**src/sv/tak_pkg.sv**
```systemverilog
// ----------------------------------------------------------------------------
// tak_pkg
// shared types and constants of the tilt angle kalman filter unit
// ----------------------------------------------------------------------------
package tak_pkg;

  localparam int unsigned FracBits  = 28;
  localparam int unsigned OpWidth   = 34;   // multiplier operand width
  localparam int unsigned DataWidth = 32;   // state and result width
  localparam int unsigned CfgWidth  = 31;   // widest configuration register

  // register indexes of the configuration port
  localparam logic [1:0] CfgAngleNoise = 2'd0;
  localparam logic [1:0] CfgBiasNoise  = 2'd1;
  localparam logic [1:0] CfgMeasNoise  = 2'd2;
  localparam logic [1:0] CfgStepTime   = 2'd3;

  localparam logic signed [OpWidth-1:0]   OneQ428Op = 34'sd268435456;
  localparam logic signed [DataWidth-1:0] OneQ428   = 32'sd268435456;

  // one request to the shared multiply-accumulate unit:
  // result = sat32(addend +/- ((op_a * op_b) >>> 28))
  typedef struct packed {
    logic signed [OpWidth-1:0]   op_a;
    logic signed [OpWidth-1:0]   op_b;
    logic signed [DataWidth-1:0] addend;
    logic                        sub;
  } mac_req_t;

endpackage

```
**src/sv/tak_mac.sv**
```systemverilog
// ----------------------------------------------------------------------------
// tak_mac
// shared q4.28 multiply and saturating accumulate, product registered
// ----------------------------------------------------------------------------
module tak_mac (
  input  logic                            clk_i,
  input  tak_pkg::mac_req_t               req_i,
  output logic signed [tak_pkg::DataWidth-1:0] res_o
);
  import tak_pkg::*;

  localparam int unsigned ProdWidth = 2 * OpWidth;
  localparam int unsigned RedWidth  = ProdWidth - FracBits;
  localparam int unsigned SumWidth  = RedWidth + 1;

  logic signed [ProdWidth-1:0] full_prod;
  logic signed [RedWidth-1:0]  prod_q;
  logic signed [DataWidth-1:0] addend_q;
  logic                        sub_q;
  logic signed [SumWidth-1:0]  sum;

  assign full_prod = req_i.op_a * req_i.op_b;

  // dropping the low bits of a two's complement product is the floor shift
  always_ff @(posedge clk_i) begin
    prod_q   <= full_prod[ProdWidth-1:FracBits];
    addend_q <= req_i.addend;
    sub_q    <= req_i.sub;
  end

  always_comb begin
    if (sub_q) begin
      sum = SumWidth'(addend_q) - SumWidth'(prod_q);
    end else begin
      sum = SumWidth'(addend_q) + SumWidth'(prod_q);
    end
    if (sum > SumWidth'(32'sh7fff_ffff)) begin
      res_o = 32'sh7fff_ffff;
    end else if (sum < SumWidth'(32'sh8000_0000)) begin
      res_o = 32'sh8000_0000;
    end else begin
      res_o = sum[DataWidth-1:0];
    end
  end

endmodule

```
**src/sv/tak_div.sv**
```systemverilog
// ----------------------------------------------------------------------------
// tak_div
// gain divider: sat32((num << 28) / den), truncated toward zero, one bit a cycle
// ----------------------------------------------------------------------------
module tak_div (
  input  logic                                 clk_i,
  input  logic                                 rst_ni,
  input  logic                                 start_i,
  input  logic signed [tak_pkg::DataWidth-1:0] num_i,
  input  logic signed [tak_pkg::DataWidth:0]   den_i,
  output logic                                 done_o,
  output logic signed [tak_pkg::DataWidth-1:0] quot_o
);
  import tak_pkg::*;

  typedef enum logic [1:0] {
    D_IDLE,
    D_RUN,
    D_FIN
  } div_state_e;

  div_state_e                  state_q;
  logic                        done_q;
  logic                        neg_q;
  logic [4:0]                  cnt_q;
  logic [DataWidth:0]          dmag_q;
  logic [DataWidth:0]          rem_q;
  logic [DataWidth-1:0]        low_q;
  logic signed [DataWidth-1:0] quot_q;

  logic signed [DataWidth:0]   num_ext;
  logic signed [DataWidth:0]   num_abs;
  logic signed [DataWidth+1:0] den_ext;
  logic signed [DataWidth+1:0] den_abs;
  logic [DataWidth-1:0]        mag_n;
  logic [DataWidth:0]          mag_e;
  logic [DataWidth:0]          hi_n;
  logic [DataWidth+1:0]        rem2;
  logic [DataWidth+1:0]        rem_nx;
  logic                        ge;

  always_comb begin
    num_ext = {num_i[DataWidth-1], num_i};
    num_abs = num_ext[DataWidth] ? -num_ext : num_ext;
    mag_n   = num_abs[DataWidth-1:0];
    den_ext = {den_i[DataWidth], den_i};
    den_abs = den_ext[DataWidth+1] ? -den_ext : den_ext;
    mag_e   = den_abs[DataWidth:0];
    // upper part of the magnitude of num << 28
    hi_n    = {5'b0, mag_n[DataWidth-1:4]};
    rem2    = {rem_q, low_q[DataWidth-1]};
    ge      = rem2 >= {1'b0, dmag_q};
    // stays below the divisor, so the top bit is always zero
    rem_nx  = ge ? (rem2 - {1'b0, dmag_q}) : rem2;
  end

  always_ff @(posedge clk_i or negedge rst_ni) begin
    if (!rst_ni) begin
      state_q <= D_IDLE;
      done_q  <= 1'b0;
      cnt_q   <= '0;
    end else begin
      done_q <= 1'b0;
      case (state_q)
        D_IDLE: begin
          if (start_i) begin
            neg_q  <= num_i[DataWidth-1] ^ den_i[DataWidth];
            dmag_q <= mag_e;
            rem_q  <= hi_n;
            low_q  <= {mag_n[3:0], 28'b0};
            cnt_q  <= '0;
            if (den_i == '0) begin
              quot_q <= '0;
              done_q <= 1'b1;
            end else if (hi_n >= mag_e) begin
              // quotient magnitude reaches 2^32
              quot_q <= (num_i[DataWidth-1] ^ den_i[DataWidth]) ?
                        32'sh8000_0000 : 32'sh7fff_ffff;
              done_q <= 1'b1;
            end else begin
              state_q <= D_RUN;
            end
          end
        end
        D_RUN: begin
          rem_q <= rem_nx[DataWidth:0];
          low_q <= {low_q[DataWidth-2:0], ge};
          cnt_q <= cnt_q + 5'd1;
          if (cnt_q == 5'd31) begin
            state_q <= D_FIN;
          end
        end
        D_FIN: begin
          if (!neg_q) begin
            quot_q <= low_q[DataWidth-1] ? 32'sh7fff_ffff : $signed(low_q);
          end else begin
            quot_q <= (low_q > 32'h8000_0000) ? 32'sh8000_0000 : -$signed(low_q);
          end
          done_q  <= 1'b1;
          state_q <= D_IDLE;
        end
        default: begin
          state_q <= D_IDLE;
        end
      endcase
    end
  end

  assign done_o = done_q;
  assign quot_o = quot_q;

endmodule

```
**src/sv/tilt_angle_kalman_filter_unit.sv**
```systemverilog
// ----------------------------------------------------------------------------
// tilt_angle_kalman_filter_unit
// two-state angle and gyro bias kalman filter for one tilt axis
// ----------------------------------------------------------------------------
// input channel (in_valid_i / in_ready_o) carries one sample: accelerometer
// angle and gyro rate, both q16.16. output channel (out_valid_o /
// out_ready_i) returns the fused angle and the bias-corrected rate.
// the configuration port writes the noise terms and the sample period
// (q4.28) with cfg_we_i, cfg_idx_i and cfg_data_i; write only while idle.
// one sample runs through thirteen multiply-accumulate steps (S_MUL, then
// S_WB) on the shared multiplier, two gain divisions on the bit-serial
// divider and one load of the output register. a gain that saturates
// early or a zero divisor ends its division without the bit-serial run.
// in_ready_o is high only while the sequencer is idle, so at most one
// sample is in flight; the result sits in an output register, so a new
// sample can be taken while the previous result waits for out_ready_i.
// if the receiver still holds the previous result when the next one is
// done, the sequencer waits without touching the output register.
// reset loads the register defaults, zero estimates and unit covariance.
// ----------------------------------------------------------------------------
module tilt_angle_kalman_filter_unit (
  input  logic                               clk_i,
  input  logic                               rst_ni,
  input  logic                               in_valid_i,
  output logic                               in_ready_o,
  input  logic signed [24:0]                 measured_angle_i,
  input  logic signed [27:0]                 gyro_rate_i,
  output logic                               out_valid_o,
  input  logic                               out_ready_i,
  output logic signed [31:0]                 fused_angle_o,
  output logic signed [31:0]                 corrected_rate_o,
  input  logic                               cfg_we_i,
  input  logic [1:0]                         cfg_idx_i,
  input  logic [tak_pkg::CfgWidth-1:0]       cfg_data_i
);
  import tak_pkg::*;

  typedef enum logic [2:0] {
    S_IDLE,
    S_MUL,
    S_WB,
    S_DIV_GO,
    S_DIV_WAIT,
    S_OUT
  } seq_state_e;

  typedef enum logic [3:0] {
    OP_ANGLE_PRED,
    OP_CAA_PRED,
    OP_CAB_PRED,
    OP_CBA_PRED,
    OP_CBB_PRED,
    OP_CBA_UPD,
    OP_CBB_UPD,
    OP_CAA_UPD,
    OP_CAB_UPD,
    OP_ERR,
    OP_ANGLE_UPD,
    OP_BIAS_UPD,
    OP_RATE
  } op_e;

  seq_state_e state_q;
  op_e        op_q;
  logic       div_sel_q;
  logic       div_start;

  logic [28:0] qa_q;
  logic [28:0] qg_q;
  logic [30:0] r_q;
  logic [28:0] dt_q;

  logic signed [24:0] meas_q;
  logic signed [27:0] gyro_q;

  logic signed [DataWidth-1:0] angle_q;
  logic signed [DataWidth-1:0] bias_q;
  logic signed [DataWidth-1:0] caa_q;
  logic signed [DataWidth-1:0] cab_q;
  logic signed [DataWidth-1:0] cba_q;
  logic signed [DataWidth-1:0] cbb_q;
  logic signed [DataWidth-1:0] k0_q;
  logic signed [DataWidth-1:0] k1_q;
  logic signed [DataWidth-1:0] tmp_q;   // innovation, then corrected rate

  logic                        out_valid_q;
  logic signed [DataWidth-1:0] fused_q;
  logic signed [DataWidth-1:0] rate_q;

  mac_req_t                    mac_req;
  logic signed [DataWidth-1:0] mac_res;
  logic signed [DataWidth:0]   div_den;
  logic signed [DataWidth-1:0] div_num;
  logic                        div_done;
  logic signed [DataWidth-1:0] div_quot;

  logic signed [OpWidth-1:0] dt_op;

  assign dt_op   = $signed({5'b0, dt_q});
  assign div_den = $signed({2'b0, r_q}) + $signed({caa_q[DataWidth-1], caa_q});
  assign div_num = div_sel_q ? cba_q : caa_q;
  assign div_start = (state_q == S_DIV_GO);

  always_comb begin
    mac_req.op_a   = OpWidth'(angle_q);
    mac_req.op_b   = OneQ428Op;
    mac_req.addend = DataWidth'(meas_q);
    mac_req.sub    = 1'b1;
    case (op_q)
      OP_ANGLE_PRED: begin
        mac_req.op_a   = OpWidth'(gyro_q) - OpWidth'(bias_q);
        mac_req.op_b   = dt_op;
        mac_req.addend = angle_q;
        mac_req.sub    = 1'b0;
      end
      OP_CAA_PRED: begin
        mac_req.op_a   = $signed({5'b0, qa_q}) - OpWidth'(cab_q) - OpWidth'(cba_q);
        mac_req.op_b   = dt_op;
        mac_req.addend = caa_q;
        mac_req.sub    = 1'b0;
      end
      OP_CAB_PRED: begin
        mac_req.op_a   = OpWidth'(cbb_q);
        mac_req.op_b   = dt_op;
        mac_req.addend = cab_q;
        mac_req.sub    = 1'b1;
      end
      OP_CBA_PRED: begin
        mac_req.op_a   = OpWidth'(cbb_q);
        mac_req.op_b   = dt_op;
        mac_req.addend = cba_q;
        mac_req.sub    = 1'b1;
      end
      OP_CBB_PRED: begin
        mac_req.op_a   = $signed({5'b0, qg_q});
        mac_req.op_b   = dt_op;
        mac_req.addend = cbb_q;
        mac_req.sub    = 1'b0;
      end
      // update order keeps the predicted caa and cab for every product
      OP_CBA_UPD: begin
        mac_req.op_a   = OpWidth'(k1_q);
        mac_req.op_b   = OpWidth'(caa_q);
        mac_req.addend = cba_q;
        mac_req.sub    = 1'b1;
      end
      OP_CBB_UPD: begin
        mac_req.op_a   = OpWidth'(k1_q);
        mac_req.op_b   = OpWidth'(cab_q);
        mac_req.addend = cbb_q;
        mac_req.sub    = 1'b1;
      end
      OP_CAA_UPD: begin
        mac_req.op_a   = OpWidth'(k0_q);
        mac_req.op_b   = OpWidth'(caa_q);
        mac_req.addend = caa_q;
        mac_req.sub    = 1'b1;
      end
      OP_CAB_UPD: begin
        mac_req.op_a   = OpWidth'(k0_q);
        mac_req.op_b   = OpWidth'(cab_q);
        mac_req.addend = cab_q;
        mac_req.sub    = 1'b1;
      end
      // times one in q4.28 gives a plain saturating subtract
      OP_ERR: begin
        mac_req.op_a   = OpWidth'(angle_q);
        mac_req.op_b   = OneQ428Op;
        mac_req.addend = DataWidth'(meas_q);
        mac_req.sub    = 1'b1;
      end
      OP_ANGLE_UPD: begin
        mac_req.op_a   = OpWidth'(k0_q);
        mac_req.op_b   = OpWidth'(tmp_q);
        mac_req.addend = angle_q;
        mac_req.sub    = 1'b0;
      end
      OP_BIAS_UPD: begin
        mac_req.op_a   = OpWidth'(k1_q);
        mac_req.op_b   = OpWidth'(tmp_q);
        mac_req.addend = bias_q;
        mac_req.sub    = 1'b0;
      end
      OP_RATE: begin
        mac_req.op_a   = OpWidth'(bias_q);
        mac_req.op_b   = OneQ428Op;
        mac_req.addend = DataWidth'(gyro_q);
        mac_req.sub    = 1'b1;
      end
      default: begin
        mac_req.op_a   = OpWidth'(angle_q);
        mac_req.op_b   = OneQ428Op;
        mac_req.addend = DataWidth'(meas_q);
        mac_req.sub    = 1'b1;
      end
    endcase
  end

  tak_mac u_mac (
    .clk_i (clk_i),
    .req_i (mac_req),
    .res_o (mac_res)
  );

  tak_div u_div (
    .clk_i   (clk_i),
    .rst_ni  (rst_ni),
    .start_i (div_start),
    .num_i   (div_num),
    .den_i   (div_den),
    .done_o  (div_done),
    .quot_o  (div_quot)
  );

  always_ff @(posedge clk_i or negedge rst_ni) begin
    if (!rst_ni) begin
      qa_q  <= 29'd268435;
      qg_q  <= 29'd805306;
      r_q   <= 31'd134217728;
      dt_q  <= 29'd5368709;
    end else if (cfg_we_i) begin
      case (cfg_idx_i)
        CfgAngleNoise: qa_q <= cfg_data_i[28:0];
        CfgBiasNoise:  qg_q <= cfg_data_i[28:0];
        CfgMeasNoise:  r_q  <= cfg_data_i;
        CfgStepTime:   dt_q <= cfg_data_i[28:0];
        default: begin
        end
      endcase
    end
  end

  always_ff @(posedge clk_i or negedge rst_ni) begin
    if (!rst_ni) begin
      state_q     <= S_IDLE;
      op_q        <= OP_ANGLE_PRED;
      div_sel_q   <= 1'b0;
      out_valid_q <= 1'b0;
      angle_q     <= '0;
      bias_q      <= '0;
      caa_q       <= OneQ428;
      cab_q       <= '0;
      cba_q       <= '0;
      cbb_q       <= OneQ428;
    end else begin
      if (state_q == S_OUT && (!out_valid_q || out_ready_i)) begin
        out_valid_q <= 1'b1;
      end else if (out_valid_q && out_ready_i) begin
        out_valid_q <= 1'b0;
      end
      case (state_q)
        S_IDLE: begin
          if (in_valid_i) begin
            meas_q  <= measured_angle_i;
            gyro_q  <= gyro_rate_i;
            op_q    <= OP_ANGLE_PRED;
            state_q <= S_MUL;
          end
        end
        S_MUL: begin
          state_q <= S_WB;
        end
        S_WB: begin
          case (op_q)
            OP_ANGLE_PRED: angle_q <= mac_res;
            OP_CAA_PRED:   caa_q   <= mac_res;
            OP_CAB_PRED:   cab_q   <= mac_res;
            OP_CBA_PRED:   cba_q   <= mac_res;
            OP_CBB_PRED:   cbb_q   <= mac_res;
            OP_CBA_UPD:    cba_q   <= mac_res;
            OP_CBB_UPD:    cbb_q   <= mac_res;
            OP_CAA_UPD:    caa_q   <= mac_res;
            OP_CAB_UPD:    cab_q   <= mac_res;
            OP_ERR:        tmp_q   <= mac_res;
            OP_ANGLE_UPD:  angle_q <= mac_res;
            OP_BIAS_UPD:   bias_q  <= mac_res;
            OP_RATE:       tmp_q   <= mac_res;
            default: begin
            end
          endcase
          if (op_q == OP_RATE) begin
            op_q    <= OP_ANGLE_PRED;
            state_q <= S_OUT;
          end else if (op_q == OP_CBB_PRED) begin
            // prediction done, gains come next
            op_q      <= OP_CBA_UPD;
            div_sel_q <= 1'b0;
            state_q   <= S_DIV_GO;
          end else begin
            op_q    <= op_e'(op_q + 4'd1);
            state_q <= S_MUL;
          end
        end
        S_DIV_GO: begin
          state_q <= S_DIV_WAIT;
        end
        S_DIV_WAIT: begin
          if (div_done) begin
            if (!div_sel_q) begin
              k0_q      <= div_quot;
              div_sel_q <= 1'b1;
              state_q   <= S_DIV_GO;
            end else begin
              k1_q    <= div_quot;
              state_q <= S_MUL;
            end
          end
        end
        S_OUT: begin
          // hold until the output register is free
          if (!out_valid_q || out_ready_i) begin
            fused_q <= angle_q;
            rate_q  <= tmp_q;
            state_q <= S_IDLE;
          end
        end
        default: begin
          state_q <= S_IDLE;
        end
      endcase
    end
  end

  assign in_ready_o       = (state_q == S_IDLE);
  assign out_valid_o      = out_valid_q;
  assign fused_angle_o    = fused_q;
  assign corrected_rate_o = rate_q;

endmodule

```
**config.mk**
```make
export PLATFORM = sky130hd
export DESIGN_NAME = tilt_angle_kalman_filter_unit
export DESIGN_NICKNAME = d
export VERILOG_FILES = /design/src/sv/tak_pkg.sv /design/src/sv/tak_mac.sv /design/src/sv/tak_div.sv /design/src/sv/tilt_angle_kalman_filter_unit.sv
export SDC_FILE = /design/constraint.sdc
export NUM_CORES = 2
export LEC_CHECK = 0
export BUFFER_PORTS_ARGS = -buffer_cell sky130_fd_sc_hd__buf_2
export CORE_MARGIN = 3
export CORE_UTILIZATION = 40
export DETAILED_ROUTE_END_ITERATION = 12
export GPL_TIMING_DRIVEN = 0
export PLACE_DENSITY_LB_ADDON = 0.3
export SLEW_MARGIN = 20
export SYNTH_ARGS = -nofsm -noshare
export SYNTH_HDL_FRONTEND = slang
export SYNTH_HIERARCHICAL = 1
export SYNTH_SLANG_ARGS = --single-unit
```
**constraint.sdc**
```tcl
create_clock -name clk_i -period 11.7 [get_ports clk_i]
set_input_delay 0.585 -clock clk_i [delete_from_list [all_inputs] [get_ports clk_i]]
set_output_delay 0.585 -clock clk_i [all_outputs]
set_load 0.03 [all_outputs]
```
==> flow_summary_export.csv <==
group,metric,value,unit
synth,syn_area_per_cell,9.99,um2
job,cap_viol_max_count,0,
synth,async_flop_share,44.0,%
sta,setup_viol,6,
worst_setup_path,start_kind,"flip-flop",
synth,synth_compound_area_share,9.87,%
layout,largest_register,"u_mac/prod_q",
synth,muxShareOfSynthArea,4.62,%
layout,drive_gt1_share,13.3,%
route,wire_per_inst,31.0,um
run_status,violations,"setup timing",
floorplanning,ios,157,
sta,whs,0.0571,ns
clock_tree,cts.sinks,744,
synth,yosysWarnings,6,
run_status,status,"finished, violations left",
route,wirelength,358000,um
placement,gp_congestion,1.04,
worst_setup_path,critPathArrivalTime,12.34,ns
sta,period_needed,11.76,ns
synth,synth_seq_area_share,24.0,%
layout,top_regs,"u_mac/prod_q x40, u_div/dmag_q x33, u_div/rem_q x33",
min_path,hold_path.class,"in -> reg",
synth,synth_top_area_cell,"fa_1",
placement,portBuffers,156,
global_route,grt_start_max_net_pins,92,
route,viasPerCell,5.81,
worst_setup_path,rr_endpoint,"u_mac/prod_q[39]",
worst_setup_path,critPathBufInv,10,
worst_setup_path,end_kind,"flip-flop",
worst_setup_path,crit_end,"u_mac/prod_q[39]",
sta,finalHoldViolations,0,
synth,synth-adder-area-share,36.7,%
clock_tree,cts-buffers-inserted,79,
worst_setup_path,crit_required,12.28,ns
floorplanning,fp-row-count,166,
worst_setup_path,critPathSlowestCell,"clkbuf_1",
worst_setup_path,path_delay_family,"adder cells",
route,drc,0,
global_route,track_usage,33.0,%
synth,synth_common_cells,"inv_1, fa_1, nand2_1",
synth,synth_edf_count,344,
synth,syn-instance-count,8347,
worst_setup_path,r2r-start,"op_q[3]",
worst_setup_path,cp_common_cell,"fa_1",
clock_tree,clk_pin_slew,0.08,ns
synth,synth_top_area_share,30.6,%
worst_setup_path,startpoint,"op_q[3]",
route,ant_nets,0,
worst_setup_path,path_depth,33,
floorplanning,dieArea,214000,um2
layout,fin_nets,10500,
worst_setup_path,worstPathMaxFanout,10,
clock_tree,insertion_delay,0.70,ns
floorplanning,core-area,206000,um2
sta,fin_ws,-0.0592,ns
clock_tree,cts.htree.levels,3,
placement,dp_hpwl,289000,um
clock_tree,cts.path.max_buffers,3,
global_route,grt-ovfl-total,0,
sta,slew_viol_final,0,
synth,synthTopCellsByArea,"fa_1, edfxtp_1, dfrtp_1, inv_1, ha_1",
floorplanning,initial_utilization,40.5,%
worst_setup_path,reg2regPathDepth,33,
route,first_iter_violations,7486,
synth,synth.distinct_cells,109,
sta,post-route-period-util,101,%
sta,worst_pin_slew,1.31,ns
route,vias,66900,
global_route,grt_pass1_wl,505000,um
global_route,antenna_found_initial,47,
layout,area_delta_synth_final,12.0,%
clock_tree,cts_root_buf,"clkbuf_16",
clock_tree,cts_tree,"yes",
synth,synthSimpleGateAreaFrac,13.3,%
synth,synth-seq-cells,744,
worst_setup_path,criticalPathCategory,"reg -> reg",
synth,synth_fp_nets,10100,
synth,syn_area,83400,um2
floorplanning,fp.dieH,463,um
synth,synth_xor_area_share,2.99,%
synth,synth_top_family_by_area,"adder cells",
placement,dp.cells,11300,
floorplanning,die_w,463,um
sta,slew_headroom,12.9,%
sta,fmax,0.0850,GHz
sta,tns,-0.229,ns
placement,dp_slack,-3.00,ns
sta,fin_skew,0.0405,ns
synth,ys.flop_type,"edfxtp_1",
worst_setup_path,max_stage_delay,0.72,ns
route,first_pass_iters,9,
sta,rsz0062_at_grt,"true",
layout,largest_reg_flops,40,
synth,yosysMostFrequentCell,"inv_1",
worst_setup_path,reg2reg_slack,-0.06,ns
global_route,grt_pass1_vias,68000,
layout,fin_cells,11500,
-- worst min-delay path by stage --
stage | from | end | slack (ns) | depth (start not counted)
final | gyro_rate_i[3] | gyro_q[3] | 0.06 | 1
after global routing | gyro_rate_i[3] | gyro_q[3] | 0.05 | 1
after CTS | gyro_rate_i[1] | gyro_q[1] | 0.02 | 1
after detailed placement | u_div/quot_o[9] | k0_q[9] | 0.43 | 0
after global placement | u_div/quot_o[8] | k0_q[8] | 0.42 | 0
after floorplan | rst_ni | angle_q[0] | 0.29 | 0
-- layout by cell type (no fill, tap or decap), drive strengths merged, types with 307 or more instances in the layout --
cell / instances
and2: 645
buf: 307
clkbuf: 432
edfxtp: 344
fa: 1273
ha: 412
inv: 1478
mux2: 313
nand2: 825
nor2: 308
-- per-stage QoR --
stage / utilization, % / cell area [um2]
global placement: 42.5 / 87600
CTS: 44.9 / 92500
global route: 45.3 / 93300
detailed placement: 42.9 / 88400
finish: 45.3 / 93400
floorplan: - / 83400
-- worst register-to-register path, delay by kind of cell (launching register included) --
family / cells / cell delay [ns]
adder cells (fa/ha/maj): 9 / 4.55
buffers and inverters: 10 / 3.50
AO/OA/AOI/OAI: 7 / 1.65
AND/OR/NAND/NOR: 7 / 1.52
flip-flops: 1 / 0.43
-- area by class of cell --
class | instances | area [um2]
fill | 19800 | 113000
multi-input combinational | 5738 | 57600
sequential | 744 | 20000
inverter | 1470 | 5520
tap | 2772 | 3470
clock buffer | 103 | 2180
buffer | 387 | 2060
timing repair buffer | 254 | 1940
clock inverter | 45 | 548
antenna | 19 | 47.5
-- repair_timing --
action	in CTS	in global routing
endpoints found under the hold margin	76	0
setup buffers	38	25
hold buffers	1	0
pin swaps	51	78
endpoints found under the setup margin	40	27
gates resized for setup	344	164
-- routing by layer --
metal / vias to the layer above / part of all wire (%) / track usage [%]
met3: 939 / 10 / 7.69
met2: 3775 / 44 / 51.0
met4: 22 / 7.3 / 19.5
li1: 27700 / - / -
met1: 34500 / 38 / 42.2
met5: - / 0.042 / 0
-- cells by family after synthesis --
| kind of cell | after synthesis |
|---|---|
| AO/OA/AOI/OAI | 1195 |
| XOR/XNOR | 285 |
| adder cells (fa/ha/maj) | 1685 |
| buffers and inverters | 1865 |
| flip-flops | 744 |
| multiplexers | 345 |
| AND/OR/NAND/NOR | 2228 |
Power is not shown: default switching activity piles up to over one toggle a cycle in this logic, so the estimate is an artifact.
